<file path="config.mk">
export PLATFORM = sky130hd
export DESIGN_NAME = plural_expression_tokenizer
export DESIGN_NICKNAME = d
export VERILOG_FILES = /design/src/hdl/pet_pkg.sv /design/src/hdl/plural_expression_tokenizer.sv /design/src/hdl/pet_lexer.sv /design/src/hdl/pet_token_fifo.sv
export SDC_FILE = /design/constraint.sdc
export NUM_CORES = 1
export LEC_CHECK = 0
export BUFFER_PORTS_ARGS = -buffer_cell sky130_fd_sc_hd__buf_2
export CAP_MARGIN = 20
export CORE_MARGIN = 2
export CORE_UTILIZATION = 40
export CTS_BUF_LIST = sky130_fd_sc_hd__clkbuf_4 sky130_fd_sc_hd__clkbuf_8 sky130_fd_sc_hd__clkbuf_16
export DETAILED_ROUTE_END_ITERATION = 12
export GPL_TIMING_DRIVEN = 0
export SLEW_MARGIN = 20
export SYNTH_ARGS = -nofsm -noshare
export SYNTH_HDL_FRONTEND = slang
export SYNTH_SLANG_ARGS = --single-unit
</file>
<file path="constraint.sdc">
create_clock -name clk_i -period 5.17 [get_ports clk_i]
set_input_delay 1.034 -clock clk_i [delete_from_list [all_inputs] [get_ports clk_i]]
set_output_delay 1.034 -clock clk_i [all_outputs]
set_load 0.005 [all_outputs]
</file>
<file path="src/hdl/pet_pkg.sv">
// Shared types, token codes and keyword tables for the plural-forms tokenizer.
package pet_pkg;

  localparam int ValueWidth = 32;
  localparam int FifoDepth  = 4;

  typedef enum logic [4:0] {
    TK_END      = 5'd0,
    TK_NE       = 5'd1,
    TK_NOT      = 5'd2,
    TK_MOD      = 5'd3,
    TK_ANDAND   = 5'd4,
    TK_BITAND   = 5'd5,
    TK_LP       = 5'd6,
    TK_RP       = 5'd7,
    TK_MUL      = 5'd8,
    TK_PLUS     = 5'd9,
    TK_MINUS    = 5'd10,
    TK_DIV      = 5'd11,
    TK_INTEGER  = 5'd12,
    TK_COLON    = 5'd13,
    TK_SEMI     = 5'd14,
    TK_LE       = 5'd15,
    TK_LT       = 5'd16,
    TK_EQ       = 5'd17,
    TK_EQU      = 5'd18,
    TK_GE       = 5'd19,
    TK_GT       = 5'd20,
    TK_QUEST    = 5'd21,
    TK_NUMBER   = 5'd22,
    TK_NPLURALS = 5'd23,
    TK_PLURAL   = 5'd24,
    TK_JUNK     = 5'd25,
    TK_BITXOR   = 5'd26,
    TK_OROR     = 5'd27,
    TK_BITOR    = 5'd28,
    TK_BITNOT   = 5'd29
  } token_kind_e;

  typedef struct packed {
    token_kind_e kind;
    logic [31:0] value;
    logic        ovf;
    logic        last;
  } token_t;

  // "nplurals", indexed by character position
  function automatic logic [7:0] kw_long_char(input logic [2:0] idx);
    logic [7:0] ch;
    case (idx)
      3'd0:    ch = "n";
      3'd1:    ch = "p";
      3'd2:    ch = "l";
      3'd3:    ch = "u";
      3'd4:    ch = "r";
      3'd5:    ch = "a";
      3'd6:    ch = "l";
      3'd7:    ch = "s";
      default: ch = 8'h00;
    endcase
    return ch;
  endfunction

  // "plural"; positions past the end never match
  function automatic logic [7:0] kw_short_char(input logic [2:0] idx);
    logic [7:0] ch;
    case (idx)
      3'd0:    ch = "p";
      3'd1:    ch = "l";
      3'd2:    ch = "u";
      3'd3:    ch = "r";
      3'd4:    ch = "a";
      3'd5:    ch = "l";
      default: ch = 8'h00;
    endcase
    return ch;
  endfunction

endpackage

</file>
<file path="src/hdl/plural_expression_tokenizer.sv">
// Top level: input register, lexer and token queue.
//
//   port group | dir | handshake                | payload
//   -----------+-----+--------------------------+--------------------------------------
//   in         | in  | in_valid_i / in_ready_o  | in_byte_i, end_of_text_i
//   out        | out | out_valid_o / out_ready_i| token_kind_o, int_value_o,
//              |     |                          | value_overflow_o, last_of_run_o
//
// One byte per cycle while the queue has room: a byte is held in the input register,
// is decoded and pushes zero, one or two tokens into a four-entry queue.
// The queue drains one token per cycle while out_ready_i is high, so bytes that close a
// token and emit another put two tokens in the queue; the input stalls while two slots are not free.
// The first token is offered once its byte has passed the input register and the lexer. Reset
// (async, low) returns the lexer to idle and empties the queue.
module plural_expression_tokenizer (
  input  logic        clk_i,
  input  logic        rst_ni,
  input  logic        in_valid_i,
  output logic        in_ready_o,
  input  logic [7:0]  in_byte_i,
  input  logic        end_of_text_i,
  output logic        out_valid_o,
  input  logic        out_ready_i,
  output logic [4:0]  token_kind_o,
  output logic [31:0] int_value_o,
  output logic        value_overflow_o,
  output logic        last_of_run_o
);
  import pet_pkg::*;

  logic       in_valid_q;
  logic [7:0] byte_q;
  logic       end_q;
  logic       room;
  logic       fire;
  token_t     tok0, tok1, tok_out;
  logic [1:0] num_tok;
  logic [1:0] push_cnt;

  assign fire       = in_valid_q && room;
  assign in_ready_o = !in_valid_q || fire;
  assign push_cnt   = fire ? num_tok : 2'd0;

  always_ff @(posedge clk_i or negedge rst_ni) begin
    if (!rst_ni) begin
      in_valid_q <= 1'b0;
    end else if (in_ready_o) begin
      in_valid_q <= in_valid_i;
    end
  end

  always_ff @(posedge clk_i) begin
    if (in_ready_o && in_valid_i) begin
      byte_q <= in_byte_i;
      end_q  <= end_of_text_i;
    end
  end

  pet_lexer u_lexer (
    .clk_i     (clk_i),
    .rst_ni    (rst_ni),
    .fire_i    (fire),
    .byte_i    (byte_q),
    .end_i     (end_q),
    .tok0_o    (tok0),
    .tok1_o    (tok1),
    .num_tok_o (num_tok)
  );

  pet_token_fifo u_fifo (
    .clk_i      (clk_i),
    .rst_ni     (rst_ni),
    .push_cnt_i (push_cnt),
    .tok0_i     (tok0),
    .tok1_i     (tok1),
    .has_room_o (room),
    .valid_o    (out_valid_o),
    .ready_i    (out_ready_i),
    .tok_o      (tok_out)
  );

  assign token_kind_o     = tok_out.kind;
  assign int_value_o      = tok_out.value;
  assign value_overflow_o = tok_out.ovf;
  assign last_of_run_o    = tok_out.last;

endmodule

</file>
<file path="src/hdl/pet_lexer.sv">
// Lexer state and per-byte token decode; yields up to two tokens per item.
module pet_lexer (
  input  logic            clk_i,
  input  logic            rst_ni,
  input  logic            fire_i,
  input  logic [7:0]      byte_i,
  input  logic            end_i,
  output pet_pkg::token_t tok0_o,
  output pet_pkg::token_t tok1_o,
  output logic [1:0]      num_tok_o
);
  import pet_pkg::*;

  localparam logic [1:0] MODE_IDLE = 2'd0;
  localparam logic [1:0] MODE_OP   = 2'd1;
  localparam logic [1:0] MODE_NUM  = 2'd2;
  localparam logic [1:0] MODE_ID   = 2'd3;

  localparam logic [2:0] OP_BANG = 3'd0;
  localparam logic [2:0] OP_AMP  = 3'd1;
  localparam logic [2:0] OP_LT   = 3'd2;
  localparam logic [2:0] OP_EQ   = 3'd3;
  localparam logic [2:0] OP_GT   = 3'd4;
  localparam logic [2:0] OP_BAR  = 3'd5;

  localparam int AccWideW = ValueWidth + 4;
  localparam logic [ValueWidth-1:0] AccMax = '1;

  logic [1:0]            mode_q, mode_d;
  logic [2:0]            pend_q, pend_d;
  logic [ValueWidth-1:0] acc_q, acc_d;
  logic                  sat_q, sat_d;
  logic [3:0]            id_len_q, id_len_d;
  logic [1:0]            cand_q, cand_d;

  logic                  is_end, is_digit, is_ident, cont;
  logic [7:0]            lc;
  logic [3:0]            digit;
  logic [AccWideW-1:0]   acc_wide;
  logic                  acc_over;
  logic                  pair_hit;
  token_kind_e           pair_kind, flush_kind, idle_kind;
  logic                  flush_has, idle_emit;
  logic [1:0]            cand_add;
  token_t                flush_tok, second_tok;
  logic                  second_has;

  assign is_end   = end_i || (byte_i == 8'h00);
  assign is_digit = byte_i inside {[8'h30:8'h39]};
  assign is_ident = (byte_i inside {[8'h41:8'h5a], [8'h61:8'h7a]}) || (byte_i == 8'h5f);
  assign lc       = (byte_i inside {[8'h41:8'h5a]}) ? byte_i + 8'd32 : byte_i;
  assign digit    = byte_i[3:0];

  assign acc_wide = (AccWideW'(acc_q) << 3) + (AccWideW'(acc_q) << 1) + AccWideW'(digit);
  assign acc_over = acc_wide[AccWideW-1:ValueWidth] != '0;

  // keyword tracking for the byte joining an open identifier
  always_comb begin
    cand_add = cand_q;
    if (!(id_len_q < 4'd8 && lc == kw_long_char(id_len_q[2:0])))
      cand_add[0] = 1'b0;
    if (!(id_len_q < 4'd6 && lc == kw_short_char(id_len_q[2:0])))
      cand_add[1] = 1'b0;
  end

  always_comb begin
    pair_hit  = 1'b1;
    pair_kind = TK_JUNK;
    if (pend_q == OP_BANG && byte_i == "=")     pair_kind = TK_NE;
    else if (pend_q == OP_AMP && byte_i == "&") pair_kind = TK_ANDAND;
    else if (pend_q == OP_LT && byte_i == "=")  pair_kind = TK_LE;
    else if (pend_q == OP_LT && byte_i == ">")  pair_kind = TK_NE;
    else if (pend_q == OP_EQ && byte_i == "=")  pair_kind = TK_EQ;
    else if (pend_q == OP_GT && byte_i == "=")  pair_kind = TK_GE;
    else if (pend_q == OP_BAR && byte_i == "|") pair_kind = TK_OROR;
    else pair_hit = 1'b0;
  end

  // token that closes the open one
  always_comb begin
    flush_has  = mode_q != MODE_IDLE;
    flush_kind = TK_JUNK;
    case (mode_q)
      MODE_OP: begin
        case (pend_q)
          OP_BANG: flush_kind = TK_NOT;
          OP_AMP:  flush_kind = TK_BITAND;
          OP_LT:   flush_kind = TK_LT;
          OP_EQ:   flush_kind = TK_EQU;
          OP_GT:   flush_kind = TK_GT;
          OP_BAR:  flush_kind = TK_BITOR;
          default: flush_kind = TK_JUNK;
        endcase
      end
      MODE_NUM: flush_kind = TK_INTEGER;
      MODE_ID: begin
        if (cand_q[0] && id_len_q == 4'd1)      flush_kind = TK_NUMBER;
        else if (cand_q[0] && id_len_q == 4'd8) flush_kind = TK_NPLURALS;
        else if (cand_q[1] && id_len_q == 4'd6) flush_kind = TK_PLURAL;
        else                                    flush_kind = TK_JUNK;
      end
      default: flush_kind = TK_JUNK;
    endcase
    flush_tok.kind  = flush_kind;
    flush_tok.value = (mode_q == MODE_NUM) ? 32'(acc_q) : 32'd0;
    flush_tok.ovf   = (mode_q == MODE_NUM) ? sat_q : 1'b0;
    flush_tok.last  = 1'b0;
  end

  // end of text always closes the open token, whatever the byte holds
  assign cont = !is_end &&
                ((mode_q == MODE_OP && pair_hit) || (mode_q == MODE_NUM && is_digit) ||
                 (mode_q == MODE_ID && (is_ident || is_digit)));

  // byte not continuing an open token: single-char token, start of a new one, or none for space
  always_comb begin
    idle_emit = 1'b0;
    idle_kind = TK_JUNK;
    case (byte_i)
      " ", 8'h09, 8'h0a, 8'h0c: idle_emit = 1'b0;
      "!", "&", "<", "=", ">", "|": idle_emit = 1'b0;
      "%": begin idle_emit = 1'b1; idle_kind = TK_MOD;    end
      "(": begin idle_emit = 1'b1; idle_kind = TK_LP;     end
      ")": begin idle_emit = 1'b1; idle_kind = TK_RP;     end
      "*": begin idle_emit = 1'b1; idle_kind = TK_MUL;    end
      "+": begin idle_emit = 1'b1; idle_kind = TK_PLUS;   end
      "-": begin idle_emit = 1'b1; idle_kind = TK_MINUS;  end
      "/": begin idle_emit = 1'b1; idle_kind = TK_DIV;    end
      ":": begin idle_emit = 1'b1; idle_kind = TK_COLON;  end
      ";": begin idle_emit = 1'b1; idle_kind = TK_SEMI;   end
      "?": begin idle_emit = 1'b1; idle_kind = TK_QUEST;  end
      "^": begin idle_emit = 1'b1; idle_kind = TK_BITXOR; end
      "~": begin idle_emit = 1'b1; idle_kind = TK_BITNOT; end
      default: begin
        idle_emit = !(is_digit || is_ident);
        idle_kind = TK_JUNK;
      end
    endcase
  end

  always_comb begin
    mode_d     = mode_q;
    pend_d     = pend_q;
    acc_d      = acc_q;
    sat_d      = sat_q;
    id_len_d   = id_len_q;
    cand_d     = cand_q;
    second_has = 1'b0;
    second_tok = '{kind: TK_END, value: 32'd0, ovf: 1'b0, last: 1'b1};

    if (is_end) begin
      mode_d     = MODE_IDLE;
      second_has = 1'b1;
    end else if (cont) begin
      case (mode_q)
        MODE_OP: begin
          mode_d          = MODE_IDLE;
          second_has      = 1'b1;
          second_tok.kind = pair_kind;
        end
        MODE_NUM: begin
          if (sat_q || acc_over) begin
            acc_d = AccMax;
            sat_d = 1'b1;
          end else begin
            acc_d = acc_wide[ValueWidth-1:0];
          end
        end
        default: begin
          cand_d = cand_add;
          if (id_len_q != 4'hf) id_len_d = id_len_q + 4'd1;
        end
      endcase
    end else begin
      mode_d = MODE_IDLE;
      if (is_digit) begin
        mode_d = MODE_NUM;
        acc_d  = ValueWidth'(digit);
        sat_d  = 1'b0;
      end else if (is_ident) begin
        mode_d   = MODE_ID;
        id_len_d = 4'd1;
        cand_d   = {lc == kw_short_char(3'd0), lc == kw_long_char(3'd0)};
      end else begin
        case (byte_i)
          "!": begin mode_d = MODE_OP; pend_d = OP_BANG; end
          "&": begin mode_d = MODE_OP; pend_d = OP_AMP;  end
          "<": begin mode_d = MODE_OP; pend_d = OP_LT;   end
          "=": begin mode_d = MODE_OP; pend_d = OP_EQ;   end
          ">": begin mode_d = MODE_OP; pend_d = OP_GT;   end
          "|": begin mode_d = MODE_OP; pend_d = OP_BAR;  end
          default: mode_d = MODE_IDLE;
        endcase
      end
      second_has      = idle_emit;
      second_tok.kind = idle_kind;
    end
  end

  // pair up the closing token and the new one; the later one carries last
  always_comb begin
    logic use_flush;
    use_flush = flush_has && !cont;
    tok1_o    = second_tok;
    if (use_flush && second_has) begin
      tok0_o    = flush_tok;
      num_tok_o = 2'd2;
    end else if (use_flush) begin
      tok0_o      = flush_tok;
      tok0_o.last = 1'b1;
      num_tok_o   = 2'd1;
    end else begin
      tok0_o    = second_tok;
      num_tok_o = second_has ? 2'd1 : 2'd0;
    end
  end

  always_ff @(posedge clk_i or negedge rst_ni) begin
    if (!rst_ni) begin
      mode_q   <= MODE_IDLE;
      pend_q   <= '0;
      acc_q    <= '0;
      sat_q    <= 1'b0;
      id_len_q <= '0;
      cand_q   <= '0;
    end else if (fire_i) begin
      mode_q   <= mode_d;
      pend_q   <= pend_d;
      acc_q    <= acc_d;
      sat_q    <= sat_d;
      id_len_q <= id_len_d;
      cand_q   <= cand_d;
    end
  end

  a_end_goes_idle: assert property (@(posedge clk_i) disable iff (!rst_ni)
    fire_i && is_end |=> mode_q == MODE_IDLE)
    else $error("lexer not idle after end of text");

  a_end_emits: assert property (@(posedge clk_i) disable iff (!rst_ni)
    fire_i && is_end |-> num_tok_o != 2'd0)
    else $error("end of text produced no token");

  a_pair_last: assert property (@(posedge clk_i) disable iff (!rst_ni)
    fire_i && num_tok_o == 2'd2 |-> !tok0_o.last && tok1_o.last)
    else $error("last flag misplaced on a token pair");

  a_sat_max: assert property (@(posedge clk_i) disable iff (!rst_ni)
    sat_q |-> acc_q == AccMax)
    else $error("saturated integer not at maximum");

endmodule

</file>
<file path="src/hdl/pet_token_fifo.sv">
// Four-entry token queue taking up to two tokens per cycle, one out per cycle while ready_i is high.
module pet_token_fifo (
  input  logic            clk_i,
  input  logic            rst_ni,
  input  logic [1:0]      push_cnt_i,
  input  pet_pkg::token_t tok0_i,
  input  pet_pkg::token_t tok1_i,
  output logic            has_room_o,
  output logic            valid_o,
  input  logic            ready_i,
  output pet_pkg::token_t tok_o
);
  import pet_pkg::*;

  localparam int PtrW = $clog2(FifoDepth);
  localparam int CntW = PtrW + 1;

  token_t            mem_q [FifoDepth];
  logic [PtrW-1:0]   wr_q, rd_q, wr_d, rd_d, wr_next;
  logic [CntW-1:0]   cnt_q, cnt_d;
  logic              pop;

  assign pop        = valid_o && ready_i;
  assign valid_o    = cnt_q != '0;
  assign has_room_o = cnt_q <= CntW'(FifoDepth - 2);
  assign tok_o      = mem_q[rd_q];
  assign wr_next    = wr_q + PtrW'(1);

  always_comb begin
    wr_d  = wr_q + PtrW'(push_cnt_i);
    rd_d  = pop ? rd_q + PtrW'(1) : rd_q;
    cnt_d = cnt_q + CntW'(push_cnt_i) - CntW'(pop);
  end

  always_ff @(posedge clk_i) begin
    if (push_cnt_i != 2'd0) mem_q[wr_q] <= tok0_i;
    if (push_cnt_i == 2'd2) mem_q[wr_next] <= tok1_i;
  end

  always_ff @(posedge clk_i or negedge rst_ni) begin
    if (!rst_ni) begin
      wr_q  <= '0;
      rd_q  <= '0;
      cnt_q <= '0;
    end else begin
      wr_q  <= wr_d;
      rd_q  <= rd_d;
      cnt_q <= cnt_d;
    end
  end

  a_no_overfill: assert property (@(posedge clk_i) disable iff (!rst_ni)
    cnt_q <= CntW'(FifoDepth))
    else $error("token queue over capacity");

  a_push_has_room: assert property (@(posedge clk_i) disable iff (!rst_ni)
    push_cnt_i != 2'd0 |-> has_room_o)
    else $error("push into queue without room");

  a_ptr_gap: assert property (@(posedge clk_i) disable iff (!rst_ni)
    PtrW'(wr_q - rd_q) == cnt_q[PtrW-1:0])
    else $error("queue pointers disagree with count");

endmodule
</file>
==> run summary <==
====================================================================================
Run status ............................................................    completed
Maximum ir drop on the vdd rail .......................................    0.1860 mV
Async set or reset register ratio after synthesis .....................       23.96%
Maximum clock insertion buffer count ..................................            3
Number of buffer cells added on primary ports .........................           53
Leftover overflow at the end of global routing ........................            0
Launch instance of the worst min-delay path ........................... u_fifo.mem_q[3][18]$_SDFFE_PP0N_
Initial standard-cell utilization of the core .........................       40.68%
Buffer cell driving the clock tree root ............................... sky130_fd_sc_hd__clkbuf_16
Number of distinct library cells after synthesis ......................           79
Count of nets after finishing .........................................         1619
Most used flip-flop cell after synthesis .............................. sky130_fd_sc_hd__dfxtp_1
Via-per-instance ratio ................................................        5.835
Total number of H-tree levels .........................................            1
Slack of the worst reg-to-reg path ....................................      0.18 ns
Clock network fraction of total power .................................        30.7%
Switching Fraction ....................................................       36.34%
Net load switching power ..............................................     2.038 mW
FF-to-FF path depth ...................................................           17
Number of vias in the routed layout ...................................        11326
Setup-violating endpoint count in the final report ....................            0
Pin count of the biggest net entering global routing ..................           53
Worst Setup Start Kind ................................................         flop
Overall routed net length .............................................     36400 um
Count of clock tree sinks .............................................          217
Required time of the critical path ....................................      5.35 ns
Syn Std Cell Area .....................................................  12870 sq um
Area added between synthesis and finish ...............................       12.96%
Proportion of synthesized chip area in sequential cells ...............       38.03%
Number of synthesized flops with an enable pin ........................           29
Worst hold path type .................................................. flop to flop
Final Cycle Share .....................................................       96.56%
Gate count after technology mapping ...................................         1440
Int Power .............................................................     3.569 mW
CP cell instances ..................................................... buf_2, clkbuf_2, inv_1, ha_1, nand2b_1, a21oi_1, o211a_2, a211oi_4, o31ai_4, clkbuf_2, o31a_1, ha_1, clkbuf_1, nand2_1, nand2_1, nand3_1, inv_1
Global-route usage over all layers ....................................       21.75%
Part of the power in registers ........................................        34.7%
Period minus WS final .................................................     4.992 ns
Pre-CTS setup slack ...................................................   -0.5968 ns
Setup crit start ...................................................... byte_q[5]$_DFFE_PP_
Master of the slowest instance on the critical path ................... sky130_fd_sc_hd__nand3_1
Die area ..............................................................  33620 sq um
Avg Cell Area, Syn ....................................................  8.937 sq um
Layout Skew ...........................................................   0.01096 ns
Slew HR ...............................................................       37.21%
Final hold vios .......................................................            0
Initial DRC count .....................................................          861
Maximum fanout along the worst path ...................................           10
Destination of the critical timing path ............................... u_fifo.mem_q[3][37]$_DFFE_PP_
Routed wire per std cell ..............................................     18.75 um
Length of the first detailed-routing pass in iterations ...............            6
Post-DRT Antenna Nets .................................................            0
Estimated wirelength of the detail-placed design ......................     27080 um
Unrepaired setup endpoints after global routing .......................          yes
Global-route wire length before repair ................................     59060 um
Number of pins exceeding their max-slew limit in the final report .....            0
Via count of the first global-routing pass ............................        11036
Share of post-route cells with drive strength above 1 .................       13.52%
Row count .............................................................           65
DRC violation count after routing .....................................            0
Worst Tran Pin Value ..................................................    0.9419 ns
Synthesized net count .................................................         1537
Final core utilization ................................................       45.95%
CTS tree ..............................................................          yes
Num ports .............................................................           54
Warnings from Yosys ...................................................            0
Maximum achievable frequency ..........................................    200.3 MHz
Arrival time at the worst endpoint ....................................      5.18 ns
Proportion of power drawn by combinational gates ......................        34.6%
Filler Cell Count .....................................................         3093
Kind of end point of the critical path ................................         flop
Die boundary width ....................................................     183.4 um
Worst R2R Start ....................................................... byte_q[5]$_DFFE_PP_
Power per cell area ................................................... 385.7 nW/um^2
Worst Setup Path Type ................................................. flop to flop
Core box area .........................................................  31640 sq um
Clock slew seen by the registers of the worst setup and hold paths ....      0.06 ns
Height of the chip ....................................................     183.4 um
Total leakage power ...................................................     5.867 nW
R2R Path End .......................................................... u_fifo.mem_q[3][37]$_DFFE_PP_
Number of maximum-capacitance constraint violations ...................            0
Antenna cell count ....................................................            0
Antenna violations before repair ......................................            1
Final worst-path setup slack ..........................................    0.1777 ns
Number of storage elements in the synthesis netlist ...................          217
Weighted congestion at the end of routability-driven global placement .       0.9252
Num CTS Buffers .......................................................           25
Insertion delay to the later sink of the worst-skew pair ..............      0.51 ns
Largest stage delay on the critical path ..............................      0.42 ns
====================================================================================
-- worst max-delay path, delay by kind of cell (launching register included) --
kind                     cells  cell delay (ns)
AND/OR/NAND/NOR              4             0.76
adder cells (fa/ha/maj)      2             0.55
flip-flops                   1             0.37
buffers and inverters        6             1.69
AO/OA/AOI/OAI                5             1.29
-- cells by family after synthesis --
logic type | count (synthesis) | synth area share (%)
and+or+nand+nor | 494 | 18.26
AOI/OAI and AO/OA | 421 | 20.50
DFF | 217 | 38.03
buffers and inverters | 137 | 4.628
adders and majority gates | 84 | 8.341
muxes | 50 | 7.719
xor gates and xnor gates | 37 | 2.518
-- routing by layer --
layer	part of all wire (%)	track usage, %	wire (um)
met5	0.033	0	12
met4	2.8	6.176	1009
met3	6.3	2.840	2306
met2	44	34.80	16160
met1	46	30.86	16910
-- power groups by stage --
stage / logic, mW / clock network, mW / registers [mW]
global placement: 1.88 / 0 / 1.98
CTS: 1.92 / 1.75 / 1.95
global route: 2.13 / 1.83 / 1.96
detailed placement: 1.89 / 0 / 1.98
floorplan: 1.35 / 0 / 1.95
finish: 1.94 / 1.72 / 1.95
-- final cells by class --
cell class / instances / area, sq um / area share [%]
plain buffers: 101 / 479.2 / 3.296
clock buffers: 39 / 785.8 / 5.405
clock inverters: 5 / 33.78 / 0.2324
inverters: 36 / 135.1 / 0.9295
multi-input cells: 1086 / 7423 / 51.06
flip-flops and latches: 217 / 4895 / 33.67
well taps: 402 / 503.0 / 3.460
repair buffers: 55 / 282.8 / 1.945
-- cells in the final DEF (no fill, tap or decap), types with 51 or more instances in the layout --
master and count:
sky130_fd_sc_hd__dfrtp_1 52, sky130_fd_sc_hd__o21ai_0 127, sky130_fd_sc_hd__nand2_1 252, sky130_fd_sc_hd__ha_1 81, sky130_fd_sc_hd__clkbuf_1 53, sky130_fd_sc_hd__o21ai_1 54, sky130_fd_sc_hd__nor2_1 51, sky130_fd_sc_hd__a21oi_1 68
sky130_fd_sc_hd__buf_2 69, sky130_fd_sc_hd__dfxtp_1 136
-- Yosys cell counts (8+ instances only) --
cell | count | area [sq um]
sky130_fd_sc_hd__mux4_2 | 39 | 878.3
sky130_fd_sc_hd__edfxtp_1 | 29 | 870.8
sky130_fd_sc_hd__xnor2_1 | 19 | 166.4
sky130_fd_sc_hd__a22o_1 | 32 | 280.3
sky130_fd_sc_hd__nand3_1 | 23 | 115.1
sky130_fd_sc_hd__a211oi_1 | 11 | 82.58
sky130_fd_sc_hd__o211ai_1 | 13 | 97.59
sky130_fd_sc_hd__clkbuf_1 | 68 | 255.2
sky130_fd_sc_hd__o21ai_0 | 128 | 640.6
sky130_fd_sc_hd__ha_1 | 81 | 1013
sky130_fd_sc_hd__inv_1 | 36 | 135.1
sky130_fd_sc_hd__nor2b_1 | 9 | 56.30
sky130_fd_sc_hd__buf_1 | 8 | 30.03
sky130_fd_sc_hd__a21oi_1 | 68 | 340.3
sky130_fd_sc_hd__o22ai_1 | 19 | 118.9
sky130_fd_sc_hd__xor2_1 | 18 | 157.7
sky130_fd_sc_hd__nor4_1 | 8 | 50.05
sky130_fd_sc_hd__and3_1 | 8 | 50.05
sky130_fd_sc_hd__buf_2 | 17 | 85.08
sky130_fd_sc_hd__nand2_1 | 253 | 949.7
sky130_fd_sc_hd__a31oi_1 | 13 | 81.33
sky130_fd_sc_hd__nor3_1 | 28 | 140.1
sky130_fd_sc_hd__a21o_1 | 13 | 97.59
sky130_fd_sc_hd__o21ai_1 | 54 | 270.3
sky130_fd_sc_hd__nand4_1 | 40 | 250.2
sky130_fd_sc_hd__nand2b_1 | 19 | 118.9
sky130_fd_sc_hd__dfrtp_1 | 52 | 1301
sky130_fd_sc_hd__nor2_1 | 52 | 195.2
sky130_fd_sc_hd__nor3b_1 | 9 | 67.56
sky130_fd_sc_hd__dfxtp_1 | 136 | 2723
sky130_fd_sc_hd__buf_6 | 8 | 90.09
-- stage by stage --
stage	cells	power (mW)	setup TNS, ns	instance area (sq um)	hold WS, ns
after CTS	1941	5.618	0	14500	0.4461
after global routing	1941	5.913	-0.008333	14540	0.4645
after global placement	1895	3.853	-30.25	13640	0.4284
final	1941	5.607	0	14540	0.4450
after floorplan	1440	3.293	0	12870	0.4198
after detailed placement	1895	3.868	-27.09	13640	0.4380
-- registers in the layout, summed over array words and instances, names as in the netlist --
signal	flops
u_fifo.wr_q	2
u_lexer.pend_q	3
u_lexer.acc_q	32
u_fifo.cnt_q	3
byte_q	8
in_valid_q	1
u_lexer.sat_q	1
u_fifo.rd_q	2
u_fifo.mem_q	156
u_lexer.mode_q	2
u_lexer.id_len_q	4
end_q	1
u_lexer.cand_q	2
-- worst min-delay path by stage --
stage | endpoint | slack [ns] | cells after the start
floorplan | u_fifo.mem_q[2][10]$_SDFFE_PP0P_ | 0.42 | 2
global placement | u_fifo.mem_q[0][10]$_SDFFE_PP0N_ | 0.43 | 2
detailed placement | u_fifo.mem_q[3][17]$_SDFFE_PP0N_ | 0.44 | 2
CTS | u_fifo.mem_q[3][17]$_SDFFE_PP0N_ | 0.45 | 2
global route | u_fifo.mem_q[3][28]$_SDFFE_PP0N_ | 0.46 | 2
finish | u_fifo.mem_q[3][18]$_SDFFE_PP0N_ | 0.44 | 2
-- timing repair --
action                                  CTS  global route
pin swaps                                 1             0
gates resized for setup                  11            21
endpoints found under the setup margin  109           142
buffers inserted                          2             0
hold buffers                              0             0
(Power assumes the default switching activity.)
